`src/tbfm_pkg.sv`:
```
// ----------------------------------------------------------------------------
// tbfm_pkg
// Shared widths, constants, codes and the command type passed from the
// front end to the buffer control back end of the triple buffer manager.
// ----------------------------------------------------------------------------
package tbfm_pkg;

	localparam int DIM_W        = 13;
	localparam int PROD_W       = 2 * DIM_W;
	localparam int IDX_W        = 24;
	localparam int BUF_W        = 2;
	localparam int NUM_BUFFERS  = 3;
	localparam int CNT_W        = 32;
	localparam int LUMA_W       = 8;
	localparam int COLOR_W      = 8;
	localparam int OP_W         = 2;
	localparam int CFG_IDX_W    = 1;
	localparam int QUEUE_DEPTH  = 2;

	localparam int MAX_DIMENSION_DEF = 4096;
	localparam logic [DIM_W-1:0] DEF_WIDTH  = DIM_W'(1920);
	localparam logic [DIM_W-1:0] DEF_HEIGHT = DIM_W'(1080);
	localparam logic [DIM_W-1:0] PROBE_POS  = DIM_W'(12);

	// bt.601 style weights, sum of the three is 256
	localparam int LUMA_R = 77;
	localparam int LUMA_G = 150;
	localparam int LUMA_B = 29;
	localparam int LUMA_SUM_W = COLOR_W + 8;

	// input op codes
	localparam logic [OP_W-1:0] OP_PIXEL     = 2'd0;
	localparam logic [OP_W-1:0] OP_PRESENT   = 2'd1;
	localparam logic [OP_W-1:0] OP_SRC_RESET = 2'd2;

	// configuration register indexes
	localparam logic [CFG_IDX_W-1:0] REG_FRAME_WIDTH  = 1'b0;
	localparam logic [CFG_IDX_W-1:0] REG_FRAME_HEIGHT = 1'b1;

	// writing buffer after reset
	localparam logic [BUF_W-1:0] WRITE_BUF_RESET = 2'd1;

	typedef enum logic [1:0] {
		CMD_NONE,
		CMD_PIXEL,
		CMD_PRESENT
	} cmd_kind_t;

	typedef struct packed {
		cmd_kind_t          kind;
		logic [IDX_W-1:0]   index;
		logic               hit_center;
		logic               hit_probe;
		logic               last;
		logic [LUMA_W-1:0]  luma;
	} cmd_t;

endpackage

```
`src/triple_buffer_frame_manager.sv`:
```
// ----------------------------------------------------------------------------
// triple_buffer_frame_manager
// Three-buffer rotation for a raw rgba pixel stream with center and probe
// luma capture and frame, present and drop counters.
//
//  channel   direction  handshake              payload
//  in        sink       in_valid / in_stall    op, red, green, blue, alpha
//  out       source     out_valid / out_stall  write_valid .. dropped_count
//  cfg       sink       cfg_valid / cfg_ready  cfg_index, cfg_data
//
// one item per cycle sustained unless out_stall or a geometry recompute holds
// the flow, one result per item (front classify into queue, back update into
// the result register). after reset and after each geometry write the input
// stalls while the frame size, center and probe positions are recomputed.
// a two-entry queue lets the input keep moving while a result waits on
// out_stall; cfg_ready is always high.
// ----------------------------------------------------------------------------
module triple_buffer_frame_manager #(
	parameter int MAX_DIMENSION = tbfm_pkg::MAX_DIMENSION_DEF
) (
	input  logic                            clk,
	input  logic                            arst_n,
	input  logic                            cfg_valid,
	output logic                            cfg_ready,
	input  logic [tbfm_pkg::CFG_IDX_W-1:0]  cfg_index,
	input  logic [tbfm_pkg::DIM_W-1:0]      cfg_data,
	input  logic                            in_valid,
	output logic                            in_stall,
	input  logic [tbfm_pkg::OP_W-1:0]       op,
	input  logic [tbfm_pkg::COLOR_W-1:0]    red,
	input  logic [tbfm_pkg::COLOR_W-1:0]    green,
	input  logic [tbfm_pkg::COLOR_W-1:0]    blue,
	input  logic [tbfm_pkg::COLOR_W-1:0]    alpha,
	output logic                            out_valid,
	input  logic                            out_stall,
	output logic                            write_valid,
	output logic [tbfm_pkg::BUF_W-1:0]      write_buffer,
	output logic [tbfm_pkg::IDX_W-1:0]      pixel_index,
	output logic                            frame_done,
	output logic [tbfm_pkg::BUF_W-1:0]      present_buffer,
	output logic [tbfm_pkg::LUMA_W-1:0]     luma_center,
	output logic [tbfm_pkg::LUMA_W-1:0]     luma_probe,
	output logic [tbfm_pkg::CNT_W-1:0]      frames_completed,
	output logic [tbfm_pkg::CNT_W-1:0]      presented_count,
	output logic [tbfm_pkg::CNT_W-1:0]      dropped_count
);
	import tbfm_pkg::*;

	logic push, pop, queue_full, queue_empty;
	cmd_t push_cmd, head_cmd;

	// alpha is accepted on the input but not used inside this block
	assign cfg_ready = 1'b1;

	tbfm_front #(
		.MAX_DIMENSION(MAX_DIMENSION)
	) u_front (
		.clk        (clk),
		.arst_n     (arst_n),
		.cfg_valid  (cfg_valid),
		.cfg_index  (cfg_index),
		.cfg_data   (cfg_data),
		.in_valid   (in_valid),
		.in_stall   (in_stall),
		.op         (op),
		.red        (red),
		.green      (green),
		.blue       (blue),
		.queue_full (queue_full),
		.push       (push),
		.push_cmd   (push_cmd)
	);

	tbfm_queue u_queue (
		.clk      (clk),
		.arst_n   (arst_n),
		.push     (push),
		.push_cmd (push_cmd),
		.pop      (pop),
		.head_cmd (head_cmd),
		.full     (queue_full),
		.empty    (queue_empty)
	);

	tbfm_back u_back (
		.clk              (clk),
		.arst_n           (arst_n),
		.head_cmd         (head_cmd),
		.empty            (queue_empty),
		.pop              (pop),
		.out_valid        (out_valid),
		.out_stall        (out_stall),
		.write_valid      (write_valid),
		.write_buffer     (write_buffer),
		.pixel_index      (pixel_index),
		.frame_done       (frame_done),
		.present_buffer   (present_buffer),
		.luma_center      (luma_center),
		.luma_probe       (luma_probe),
		.frames_completed (frames_completed),
		.presented_count  (presented_count),
		.dropped_count    (dropped_count)
	);

endmodule

```
`src/tbfm_front.sv`:
```
// ----------------------------------------------------------------------------
// tbfm_front
// Geometry registers and derived frame positions, running pixel index,
// luma computation and classification of each accepted item.
// ----------------------------------------------------------------------------
module tbfm_front #(
	parameter int MAX_DIMENSION = tbfm_pkg::MAX_DIMENSION_DEF
) (
	input  logic                            clk,
	input  logic                            arst_n,
	input  logic                            cfg_valid,
	input  logic [tbfm_pkg::CFG_IDX_W-1:0]  cfg_index,
	input  logic [tbfm_pkg::DIM_W-1:0]      cfg_data,
	input  logic                            in_valid,
	output logic                            in_stall,
	input  logic [tbfm_pkg::OP_W-1:0]       op,
	input  logic [tbfm_pkg::COLOR_W-1:0]    red,
	input  logic [tbfm_pkg::COLOR_W-1:0]    green,
	input  logic [tbfm_pkg::COLOR_W-1:0]    blue,
	input  logic                            queue_full,
	output logic                            push,
	output tbfm_pkg::cmd_t                  push_cmd
);
	import tbfm_pkg::*;

	localparam int DIM_MAX_V = (1 << DIM_W) - 1;
	localparam logic [DIM_W-1:0] MAX_DIM_C =
		DIM_W'((MAX_DIMENSION > DIM_MAX_V) ? DIM_MAX_V : MAX_DIMENSION);
	localparam int GEO_LAT = 2;
	localparam int BUSY_W = $clog2(GEO_LAT + 1);

	function automatic logic [DIM_W-1:0] clamp_dim(input logic [DIM_W-1:0] v);
		logic [DIM_W-1:0] r;
		r = v;
		if (v == '0)
			r = DIM_W'(1);
		else if (v > MAX_DIM_C)
			r = MAX_DIM_C;
		return r;
	endfunction

	logic [DIM_W-1:0]  width_q, height_q;
	logic [BUSY_W-1:0] geo_busy_q;
	logic [PROD_W-1:0] total_prod_q, center_prod_q, probe_prod_q;
	logic [PROD_W-1:0] total_q, center_q, probe_q;
	logic [DIM_W-1:0]  probe_x, probe_y;
	logic [IDX_W-1:0]  pixel_offset_q;
	logic [PROD_W-1:0] idx_ext, idx_next_ext;
	logic [LUMA_SUM_W-1:0] luma_sum;
	logic              is_last;

	// geometry, clamped as it is written
	always_ff @(posedge clk or negedge arst_n) begin
		if (!arst_n) begin
			width_q    <= DEF_WIDTH;
			height_q   <= DEF_HEIGHT;
			geo_busy_q <= BUSY_W'(GEO_LAT);
		end else if (cfg_valid) begin
			if (cfg_index == REG_FRAME_WIDTH)
				width_q <= clamp_dim(cfg_data);
			if (cfg_index == REG_FRAME_HEIGHT)
				height_q <= clamp_dim(cfg_data);
			geo_busy_q <= BUSY_W'(GEO_LAT);
		end else if (geo_busy_q != '0) begin
			geo_busy_q <= geo_busy_q - BUSY_W'(1);
		end
	end

	assign probe_x = (width_q > PROBE_POS) ? PROBE_POS : width_q - DIM_W'(1);
	assign probe_y = (height_q > PROBE_POS) ? PROBE_POS : height_q - DIM_W'(1);

	// two stage derivation: products, then offsets added
	always_ff @(posedge clk) begin
		total_prod_q  <= PROD_W'(width_q) * PROD_W'(height_q);
		center_prod_q <= PROD_W'(height_q >> 1) * PROD_W'(width_q);
		probe_prod_q  <= PROD_W'(probe_y) * PROD_W'(width_q);
		total_q       <= total_prod_q;
		center_q      <= center_prod_q + PROD_W'(width_q >> 1);
		probe_q       <= probe_prod_q + PROD_W'(probe_x);
	end

	assign in_stall = (geo_busy_q != '0) || queue_full;
	assign push     = in_valid && !in_stall;

	assign idx_ext      = PROD_W'(pixel_offset_q);
	assign idx_next_ext = idx_ext + PROD_W'(1);
	assign is_last      = idx_next_ext >= total_q;
	assign luma_sum     = LUMA_SUM_W'(LUMA_R) * LUMA_SUM_W'(red)
		+ LUMA_SUM_W'(LUMA_G) * LUMA_SUM_W'(green)
		+ LUMA_SUM_W'(LUMA_B) * LUMA_SUM_W'(blue);

	always_comb begin
		push_cmd            = '0;
		push_cmd.kind       = CMD_NONE;
		push_cmd.index      = pixel_offset_q;
		push_cmd.hit_center = idx_ext == center_q;
		push_cmd.hit_probe  = idx_ext == probe_q;
		push_cmd.last       = is_last;
		push_cmd.luma       = luma_sum[LUMA_SUM_W-1 -: LUMA_W];
		unique case (op)
			OP_PIXEL:   push_cmd.kind = CMD_PIXEL;
			OP_PRESENT: push_cmd.kind = CMD_PRESENT;
			default:    push_cmd.kind = CMD_NONE;
		endcase
	end

	always_ff @(posedge clk or negedge arst_n) begin
		if (!arst_n) begin
			pixel_offset_q <= '0;
		end else if (push) begin
			if (op == OP_PIXEL)
				pixel_offset_q <= is_last ? '0 : idx_next_ext[IDX_W-1:0];
			else if (op == OP_SRC_RESET)
				pixel_offset_q <= '0;
		end
	end

endmodule

```
`src/tbfm_queue.sv`:
```
// ----------------------------------------------------------------------------
// tbfm_queue
// Short command queue between the front end and the buffer control back end.
// ----------------------------------------------------------------------------
module tbfm_queue (
	input  logic           clk,
	input  logic           arst_n,
	input  logic           push,
	input  tbfm_pkg::cmd_t push_cmd,
	input  logic           pop,
	output tbfm_pkg::cmd_t head_cmd,
	output logic           full,
	output logic           empty
);
	import tbfm_pkg::*;

	localparam int PTR_W = (QUEUE_DEPTH > 1) ? $clog2(QUEUE_DEPTH) : 1;
	localparam int CNT_QW = $clog2(QUEUE_DEPTH + 1);

	cmd_t              mem_q [QUEUE_DEPTH];
	logic [PTR_W-1:0]  wr_ptr_q, rd_ptr_q;
	logic [CNT_QW-1:0] count_q;

	function automatic logic [PTR_W-1:0] ptr_inc(input logic [PTR_W-1:0] p);
		return (p == PTR_W'(QUEUE_DEPTH - 1)) ? '0 : p + PTR_W'(1);
	endfunction

	assign full     = count_q == CNT_QW'(QUEUE_DEPTH);
	assign empty    = count_q == '0;
	assign head_cmd = mem_q[rd_ptr_q];

	always_ff @(posedge clk) begin
		if (push)
			mem_q[wr_ptr_q] <= push_cmd;
	end

	always_ff @(posedge clk or negedge arst_n) begin
		if (!arst_n) begin
			wr_ptr_q <= '0;
			rd_ptr_q <= '0;
			count_q  <= '0;
		end else begin
			if (push)
				wr_ptr_q <= ptr_inc(wr_ptr_q);
			if (pop)
				rd_ptr_q <= ptr_inc(rd_ptr_q);
			if (push && !pop)
				count_q <= count_q + CNT_QW'(1);
			else if (pop && !push)
				count_q <= count_q - CNT_QW'(1);
		end
	end

	a_no_overflow: assert property (@(posedge clk) disable iff (!arst_n)
		push |-> !full || pop)
		else $error("queue written while full");

	a_no_underflow: assert property (@(posedge clk) disable iff (!arst_n)
		pop |-> !empty)
		else $error("queue read while empty");

	a_count_bound: assert property (@(posedge clk) disable iff (!arst_n)
		count_q <= CNT_QW'(QUEUE_DEPTH))
		else $error("queue count beyond depth");

endmodule

```
`src/tbfm_back.sv`:
```
// ----------------------------------------------------------------------------
// tbfm_back
// Buffer rotation, luma publication and frame counters; one command per
// cycle into the registered result stage while out_stall does not hold it.
// ----------------------------------------------------------------------------
module tbfm_back (
	input  logic                          clk,
	input  logic                          arst_n,
	input  tbfm_pkg::cmd_t                head_cmd,
	input  logic                          empty,
	output logic                          pop,
	output logic                          out_valid,
	input  logic                          out_stall,
	output logic                          write_valid,
	output logic [tbfm_pkg::BUF_W-1:0]    write_buffer,
	output logic [tbfm_pkg::IDX_W-1:0]    pixel_index,
	output logic                          frame_done,
	output logic [tbfm_pkg::BUF_W-1:0]    present_buffer,
	output logic [tbfm_pkg::LUMA_W-1:0]   luma_center,
	output logic [tbfm_pkg::LUMA_W-1:0]   luma_probe,
	output logic [tbfm_pkg::CNT_W-1:0]    frames_completed,
	output logic [tbfm_pkg::CNT_W-1:0]    presented_count,
	output logic [tbfm_pkg::CNT_W-1:0]    dropped_count
);
	import tbfm_pkg::*;

	// lowest buffer that is neither presented nor ready
	function automatic logic [BUF_W-1:0] pick_free(input logic [BUF_W-1:0] a,
			input logic [BUF_W-1:0] b);
		logic [BUF_W-1:0] r;
		r = '0;
		for (int c = NUM_BUFFERS - 1; c >= 0; c--) begin
			if (BUF_W'(c) != a && BUF_W'(c) != b)
				r = BUF_W'(c);
		end
		return r;
	endfunction

	logic [BUF_W-1:0]  writing_q, ready_q, presenting_q;
	logic              new_frame_q;
	logic [CNT_W-1:0]  completed_q, shown_q, lost_q;
	logic [LUMA_W-1:0] pub_center_q, pub_probe_q, pend_center_q, pend_probe_q;

	logic [BUF_W-1:0]  writing_n, ready_n, presenting_n;
	logic              new_frame_n;
	logic [CNT_W-1:0]  completed_n, shown_n, lost_n;
	logic [LUMA_W-1:0] pub_center_n, pub_probe_n, pend_center_n, pend_probe_n;
	logic              wv_n, done_n;

	logic              out_valid_q, wv_q, done_q;
	logic [BUF_W-1:0]  wb_q;
	logic [IDX_W-1:0]  pidx_q;

	assign pop = !empty && (!out_valid_q || !out_stall);

	always_comb begin
		writing_n     = writing_q;
		ready_n       = ready_q;
		presenting_n  = presenting_q;
		new_frame_n   = new_frame_q;
		completed_n   = completed_q;
		shown_n       = shown_q;
		lost_n        = lost_q;
		pub_center_n  = pub_center_q;
		pub_probe_n   = pub_probe_q;
		pend_center_n = pend_center_q;
		pend_probe_n  = pend_probe_q;
		wv_n          = 1'b0;
		done_n        = 1'b0;
		unique case (head_cmd.kind)
			CMD_PIXEL: begin
				wv_n = 1'b1;
				if (head_cmd.hit_center)
					pend_center_n = head_cmd.luma;
				if (head_cmd.hit_probe)
					pend_probe_n = head_cmd.luma;
				if (head_cmd.last) begin
					done_n = 1'b1;
					if (new_frame_q)
						lost_n = lost_q + CNT_W'(1);
					ready_n      = writing_q;
					new_frame_n  = 1'b1;
					writing_n    = pick_free(presenting_q, writing_q);
					pub_center_n = pend_center_n;
					pub_probe_n  = pend_probe_n;
					completed_n  = completed_q + CNT_W'(1);
				end
			end
			CMD_PRESENT: begin
				if (new_frame_q) begin
					presenting_n = ready_q;
					new_frame_n  = 1'b0;
					shown_n      = shown_q + CNT_W'(1);
				end
			end
			default: ;
		endcase
	end

	always_ff @(posedge clk or negedge arst_n) begin
		if (!arst_n) begin
			writing_q     <= WRITE_BUF_RESET;
			ready_q       <= '0;
			presenting_q  <= '0;
			new_frame_q   <= 1'b0;
			completed_q   <= '0;
			shown_q       <= '0;
			lost_q        <= '0;
			pub_center_q  <= '0;
			pub_probe_q   <= '0;
			pend_center_q <= '0;
			pend_probe_q  <= '0;
			out_valid_q   <= 1'b0;
		end else begin
			if (pop) begin
				writing_q     <= writing_n;
				ready_q       <= ready_n;
				presenting_q  <= presenting_n;
				new_frame_q   <= new_frame_n;
				completed_q   <= completed_n;
				shown_q       <= shown_n;
				lost_q        <= lost_n;
				pub_center_q  <= pub_center_n;
				pub_probe_q   <= pub_probe_n;
				pend_center_q <= pend_center_n;
				pend_probe_q  <= pend_probe_n;
				out_valid_q   <= 1'b1;
			end else if (!out_stall) begin
				out_valid_q <= 1'b0;
			end
		end
	end

	// result payload; state registers above already hold the counter values
	always_ff @(posedge clk) begin
		if (pop) begin
			wv_q   <= wv_n;
			done_q <= done_n;
			wb_q   <= wv_n ? writing_q : '0;
			pidx_q <= wv_n ? head_cmd.index : '0;
		end
	end

	assign out_valid        = out_valid_q;
	assign write_valid      = wv_q;
	assign write_buffer     = wb_q;
	assign pixel_index      = pidx_q;
	assign frame_done       = done_q;
	assign present_buffer   = presenting_q;
	assign luma_center      = pub_center_q;
	assign luma_probe       = pub_probe_q;
	assign frames_completed = completed_q;
	assign presented_count  = shown_q;
	assign dropped_count    = lost_q;

	a_write_not_presented: assert property (@(posedge clk) disable iff (!arst_n)
		writing_q != presenting_q)
		else $error("writing buffer is the presented buffer");

	a_write_not_ready: assert property (@(posedge clk) disable iff (!arst_n)
		writing_q != ready_q)
		else $error("writing buffer is the ready buffer");

	a_done_counts: assert property (@(posedge clk) disable iff (!arst_n)
		pop && done_n |=> completed_q == $past(completed_q) + CNT_W'(1))
		else $error("frame completion not counted");

	a_present_swaps: assert property (@(posedge clk) disable iff (!arst_n)
		pop && head_cmd.kind == CMD_PRESENT && new_frame_q
		|=> !new_frame_q && presenting_q == $past(ready_q))
		else $error("present did not swap in the ready frame");

endmodule
```
`config.mk`:
```
export PLATFORM = sky130hd
export DESIGN_NAME = triple_buffer_frame_manager
export DESIGN_NICKNAME = d
export VERILOG_FILES = /design/src/tbfm_pkg.sv /design/src/triple_buffer_frame_manager.sv /design/src/tbfm_front.sv /design/src/tbfm_queue.sv /design/src/tbfm_back.sv
export SDC_FILE = /design/constraint.sdc
export NUM_CORES = 2
export LEC_CHECK = 0
export BUFFER_PORTS_ARGS = -buffer_cell sky130_fd_sc_hd__buf_2
export CAP_MARGIN = 20
export CORE_MARGIN = 8
export CORE_UTILIZATION = 45
export CTS_CLUSTER_DIAMETER = 40
export DETAILED_ROUTE_END_ITERATION = 16
export SYNTH_ARGS = -nofsm -noshare
export SYNTH_HDL_FRONTEND = slang
export SYNTH_SLANG_ARGS = --single-unit
```
`constraint.sdc`:
```
create_clock -name clk -period 8.3 [get_ports clk]
set_clock_uncertainty 0.1 [all_clocks]
set_input_delay 1.245 -clock clk [delete_from_list [all_inputs] [get_ports clk]]
set_output_delay 1.245 -clock clk [all_outputs]
set_load 0.01 [all_outputs]
```
# Word-level counts from Yosys, hierarchy flattened
# Memories as Yosys holds them, arrays and structs flattened.
# Cells that the tools add are included.
# op_classes
addsub	15
mul	6
magnitude_cmp	4
eq_ne	13
n_mux	27
bitwise_logic	1
n_reduce_logical	33
# ops
operator	n
adder 32 x 1 -> 32 bit (second input constant)	3
2-to-1 mux 24 bit	3
equality test 24 x 26 -> 1 bit	2
multiplier 13 x 13 -> 26 bit	2
2-to-1 mux 13 bit	4
multiplier 7 x 8 -> 15 bit (first input constant)	2
adder 26 x 12 -> 26 bit	1
adder 26 x 13 -> 26 bit	1
>= comparator 26 bit	1
greater-than comparator 13 x 4 -> 1 bit (second input constant)	2
subtractor 13 x 1 -> 13 bit (second input constant)	2
adder 24 x 1 -> 25 bit (second input constant)	1
multiplier 12 x 13 -> 25 bit	1
adder 15 x 16 -> 16 bit	1
adder 16 x 13 -> 16 bit	1
2-to-1 mux 8 bit	2
2-to-1 mux 2 bit	7
nonzero test 2 bit	7
greater-than comparator 13 bit (second input constant)	1
logical NOT 13 bit	1
multiplier 5 x 8 -> 13 bit (first input constant)	1
2-to-1 mux 1 bit	9
AND reduction 3 bit	3
AND reduction 2 bit	4
17 further kinds	37
# totals
ff_bits	376
ramBits	74
inputBits	53
output_inout_bits	145
elab_cells	129
memories	1
# memory_table
memory	depth	word_bits	rd	rd_ports_with_merged_regs	wr	line	text
u_queue.mem_q	2	37	1	0	1	tbfm_queue.sv:20	cmd_t mem_q [QUEUE_DEPTH];

# Longest topological paths before layout
# logic_depth
ltp_word	8
depth_mapped	27
ltp_nobuf	26

# By module
# Synthesis repeated with hierarchy kept, for this count alone.
# unflattened
hier_cells	3454
area_unflattened_um2	35031.1
# by_module_without_submodules
module	n_inst	cells_per_inst	area_each_um2	seq_area_each_um2
tbfm_front	1	2744	25021.5	4415.5
tbfm_back	1	577	7059.3	4245.3
tbfm_queue	1	131	2939.1	2322.2
triple_buffer_frame_manager	1	2	11.3	0.0

# Worst setup path after synthesis
# OpenSTA, ideal clock, no wires.
# synth_timing
path_type	input -> register
from	input port green[3] (netlist name)
to	memory u_queue.mem_q[0][7] (netlist name), data pin
setup_ns	0.266
arrival_ns	6.804
required_time_ns	7.934
path_slack_ns	1.129
stages	26
path_buffers	0
cell_sequence	ha_1 > ha_1 > ha_1 > inv_1 > fa_1 > inv_1 > ha_1 > o21a_1 > o31a_1 > o21ai_0 > nand2b_1 > xor2_1 > ha_1 > fa_1 > inv_1 > fa_1 > inv_1 > fa_1 > ha_1 > nand4_1 > a21oi_1 > nor3_1 > a21oi_1 > or2_2 > o31ai_2 > xnor2_1
# synth_rtl
item	line	text
start, declared	triple_buffer_frame_manager.sv:31	input logic [tbfm_pkg::COLOR_W-1:0] green,
end, declared	tbfm_queue.sv:20	

# Worst setup path after layout
# layout_timing
from	register u_front.height_q[11]
to	register u_front.probe_prod_q[22]
# layout_between
elab_chain_len	3
word_cells_on_any_way	4
classes_between	1 x add/sub; 1 x mul; 1 x order compare; 1 x mux
# layout_rtl
item	line	text
start, declared	tbfm_front.sv:42	logic [DIM_W-1:0] width_q, height_q;
start signal, assigned	tbfm_front.sv:62	height_q <= clamp_dim(cfg_data);
subtractor 13 x 1 -> 13 bit or greater-than comparator 13 x 4 -> 1 bit (tied branches)	tbfm_front.sv:70	assign probe_y = (height_q > PROBE_POS) ? PROBE_POS : height_q - DIM_W'(1);
2-to-1 mux 13 bit (*)	tbfm_front.sv:70	
multiplier 13 x 13 -> 26 bit (*)	tbfm_front.sv:76	probe_prod_q <= PROD_W'(probe_y) * PROD_W'(width_q);
end signal, assigned	tbfm_front.sv:76	
end, declared	tbfm_front.sv:44	logic [PROD_W-1:0] total_prod_q, center_prod_q, probe_prod_q;
# Mark *: on every way between the ends. The rest lies on a longest branch, timed or not.
# A chain may end at the register's enable or synchronous reset.

==> impl_metrics.json <==
{
  "finish.utilization_pct": 51.05,
  "die_y_microns": 291.1,
  "status": "finished clean",
  "yosys.area.top_type": "fa_1",
  "hpwl_microns": 58000,
  "slew_violations": 0,
  "rrSetupSlack_ns": 1.05,
  "diodes": 0,
  "power_density_nw_per_um2": 271.2,
  "placed_cell_area_sq_um": 35990,
  "required_ns": 8.70,
  "instances_no_fill": 4663,
  "path_cells": "nor3_1 > and3_1 > o21ai_1 > buf_4 > nor2_1 > buf_4 > and2_1 > inv_1 > fa_1 > fa_1 > fa_1 > fa_1 > inv_1 > fa_1 > ha_1 > a21o_1 > a21oi_1 > o21ai_0 > a21oi_1 > or4b_1 > a31o_1 > a21oi_2 > xnor2_1",
  "placedCellCount": 4535,
  "ios": 198,
  "core_area_sq_um": 75440,
  "ant_nets": 0,
  "critPathLaunchType": "flop",
  "num_rows": 101,
  "ir_drop_v": 0.0002572,
  "syn2layout_area_growth_pct": 13.11,
  "synth_commonest_cells": "inv_1, nand2_1, fa_1",
  "clkTransAtPathRegs_ns": 0.06,
  "yosysMostFrequentCell": "inv_1",
  "grt_pass1_wl_microns": 125200,
  "ys_warn_count": 0,
  "hold_path.class": "flop to flop",
  "cp.arrival_ns": 7.65,
  "start_util_pct": 45.13,
  "max_stage_delay_ns": 0.60,
  "grt_antenna_before_repair": 0,
  "cp-startpoint": "u_front.height_q[11]$_DFFE_PN0P_",
  "finalWirelength_microns": 74330,
  "cts-root-buf": "clkbuf_16",
  "firstDrtPassIters": 7,
  "crit_top_cell": "fa_1",
  "pre_cts_slack_ns": 0.5966,
  "grt_pass1_vias": 23960,
  "crit_fanout": 30,
  "clk_latency_ns": 0.62,
  "setup_viol": 0,
  "synth.net_count": 4152,
  "finalHoldViolCount": 0,
  "synth_edf_count": 102,
  "synthFlopType": "dfrtp_1",
  "vias": 23220,
  "via_per_inst": 4.979,
  "cp_slowest_cell": "dfrtp_1",
  "wl_per_cell_microns": 15.94,
  "r2r-start": "u_front.height_q[11]$_DFFE_PN0P_",
  "period_share_pct": 87.36,
  "rsz0062_at_grt": "false",
  "drv_cap": 0,
  "p_leak_uw": 0.01920,
  "routabilityCongestion": 0.8235,
  "endpoint_kind": "flop",
  "postCtsHoldBufs": 0,
  "whs_path_depth": 0,
  "netlist_instances": 3459,
  "die_area_sq_um": 84720,
  "synth-seq-area-share_pct": 32.26,
  "clock_tree.buffer_depth": 3,
  "syn_area_sq_um": 34050,
  "clock_sinks": 449,
  "synth.distinct_cells": 78,
  "synth_top_area_share_pct": 19.40,
  "synth_area_leaders": "fa_1, dfrtp_1, ha_1",
  "worst-slew-pin-transition_ns": 1.011,
  "slew_headroom_pct": 32.61,
  "io_buffers": 188,
  "fillerInstances": 6883,
  "cts_tree": "done",
  "chipWidth_microns": 291.1,
  "grt_overflow_total": 0,
  "rr_worst_depth": 23,
  "synthArstFlopShare_pct": 42.76,
  "nets": 4322,
  "holdCritStartpoint": "u_front.total_prod_q[2]$_DFF_P_",
  "syn_area_per_cell_sq_um": 9.844,
  "cts_buffers": 70,
  "r2r_end": "u_front.probe_prod_q[22]$_DFF_P_",
  "ys_ff_latch": 449,
  "timing.fmax_mhz": 137.9,
  "grt_max_degree": 72,
  "layout_min_cycle_time_ns": 7.251,
  "grtUsageTotal_pct": 17.85,
  "postCtsSetupBuffers": 0,
  "drt_iter0_drc": 1179,
  "drive_gt1_share_pct": 10.77,
  "cts.htree.levels": 3,
  "min_delay_worst_endpoint": "u_front.total_q[2]$_DFF_P_",
  "finalSetupTns_ns": 0,
  "post_cts_resized": 0,
  "setup_slack_ns": 1.049,
  "stdcell_area_sq_um": 38510,
  "drc_errors": 0,
  "critPathKind": "flop to flop"
}
-- how the worst max path moves through the flow --
stage | slack [ns] | cells after the start | to
2_1_floorplan | 1.13 | 26 | u_queue.mem_q[0][7]$_DFFE_PP_
3_3_place_gp | 0.58 | 27 | u_queue.mem_q[0][7]$_DFFE_PP_
3_5_place_dp | 0.60 | 27 | u_queue.mem_q[1][7]$_DFFE_PP_
4_1_cts | 1.03 | 23 | u_front.probe_prod_q[22]$_DFF_P_
5_1_grt | 0.56 | 25 | u_front.probe_prod_q[25]$_DFF_P_
6_report | 1.05 | 23 | u_front.probe_prod_q[22]$_DFF_P_
-- through the flow --
| step | total power, uW | hold WS [ns] |
|---|---|---|
| final | 10450 | 0.2226 |
| after detailed placement | 7492 | 0.2121 |
| after floorplan | 6412 | 0.2096 |
| after CTS | 10610 | 0.2221 |
| after global routing | 11340 | 0.2275 |
| after global placement | 7441 | 0.2116 |
-- per-layer routing --
layer | global-route usage, % | vias to the layer above | wire length, microns
met2 | 28.68 | 424 | 33760
met5 | 0 | - | 0
met1 | 24.94 | 11270 | 35790
met3 | 2.621 | 91 | 3004
li1 | - | 11430 | -
met4 | 5.321 | 0 | 1785
-- cell type report --
type                    count  area, sq um  area share, %
flip-flops and latches    449        10980          28.52
inverters                 542         2036          5.286
clock buffers              83         1861          4.831
well taps                 978         1224          3.177
multi-input cells        2347        20560          53.39
clock inverters            45        665.6          1.728
repair buffers            219         1182          3.070
-- registers in the layout, indices dropped and copies added, names as in the netlist, 13 cells and up --
name and count:
u_queue.mem_q 74, u_back.dropped_count 32, u_back.frames_completed 32, u_back.presented_count 32
u_front.center_q 26, u_front.probe_prod_q 26, u_front.probe_q 26, u_front.total_prod_q 26
u_front.total_q 26, u_front.center_prod_q 25, u_back.pixel_index 24, u_front.pixel_offset_q 24
u_front.height_q 13, u_front.width_q 13
-- cells in the final DEF (no fill, tap or decap), drive strengths merged, types with 33 or more instances in the layout --
master  instances
a21oi          96
and2          113
buf           218
clkbuf         84
dfrtp         182
dfxtp         155
edfxtp        102
fa            330
ha            310
inv           553
mux2i          40
nand2         414
nand2b         37
nand3          63
nand4          33
nor2          154
nor3           57
o21ai         151
xnor2         199
xor2           99
-- kinds of logic after synthesis --
| family | synth area share, % |
|---|---|
| AND/OR/NAND/NOR | 13.73 |
| buffers and inverters | 7.390 |
| multiplexers | 1.507 |
| AO/OA/AOI/OAI | 6.651 |
| flip-flops | 32.26 |
| other | 0.01101 |
| adder cells (fa/ha/maj) | 30.79 |
| XOR/XNOR | 7.665 |
-- where the power goes --
part	internal, uW	total (uW)	switching, uW
logic	1720	4070	2360
registers	3000	3340	334
clock network	1910	3030	1130
-- worst max-delay path: cells and delay by family (launching register included) --
family	cells	cell delay, ns
XOR/XNOR	1	0.12
flip-flops	1	0.60
buffers and inverters	4	0.68
adder cells (fa/ha/maj)	6	3.04
AO/OA/AOI/OAI	7	1.17
AND/OR/NAND/NOR	5	1.41
(Power assumes the default switching activity.)
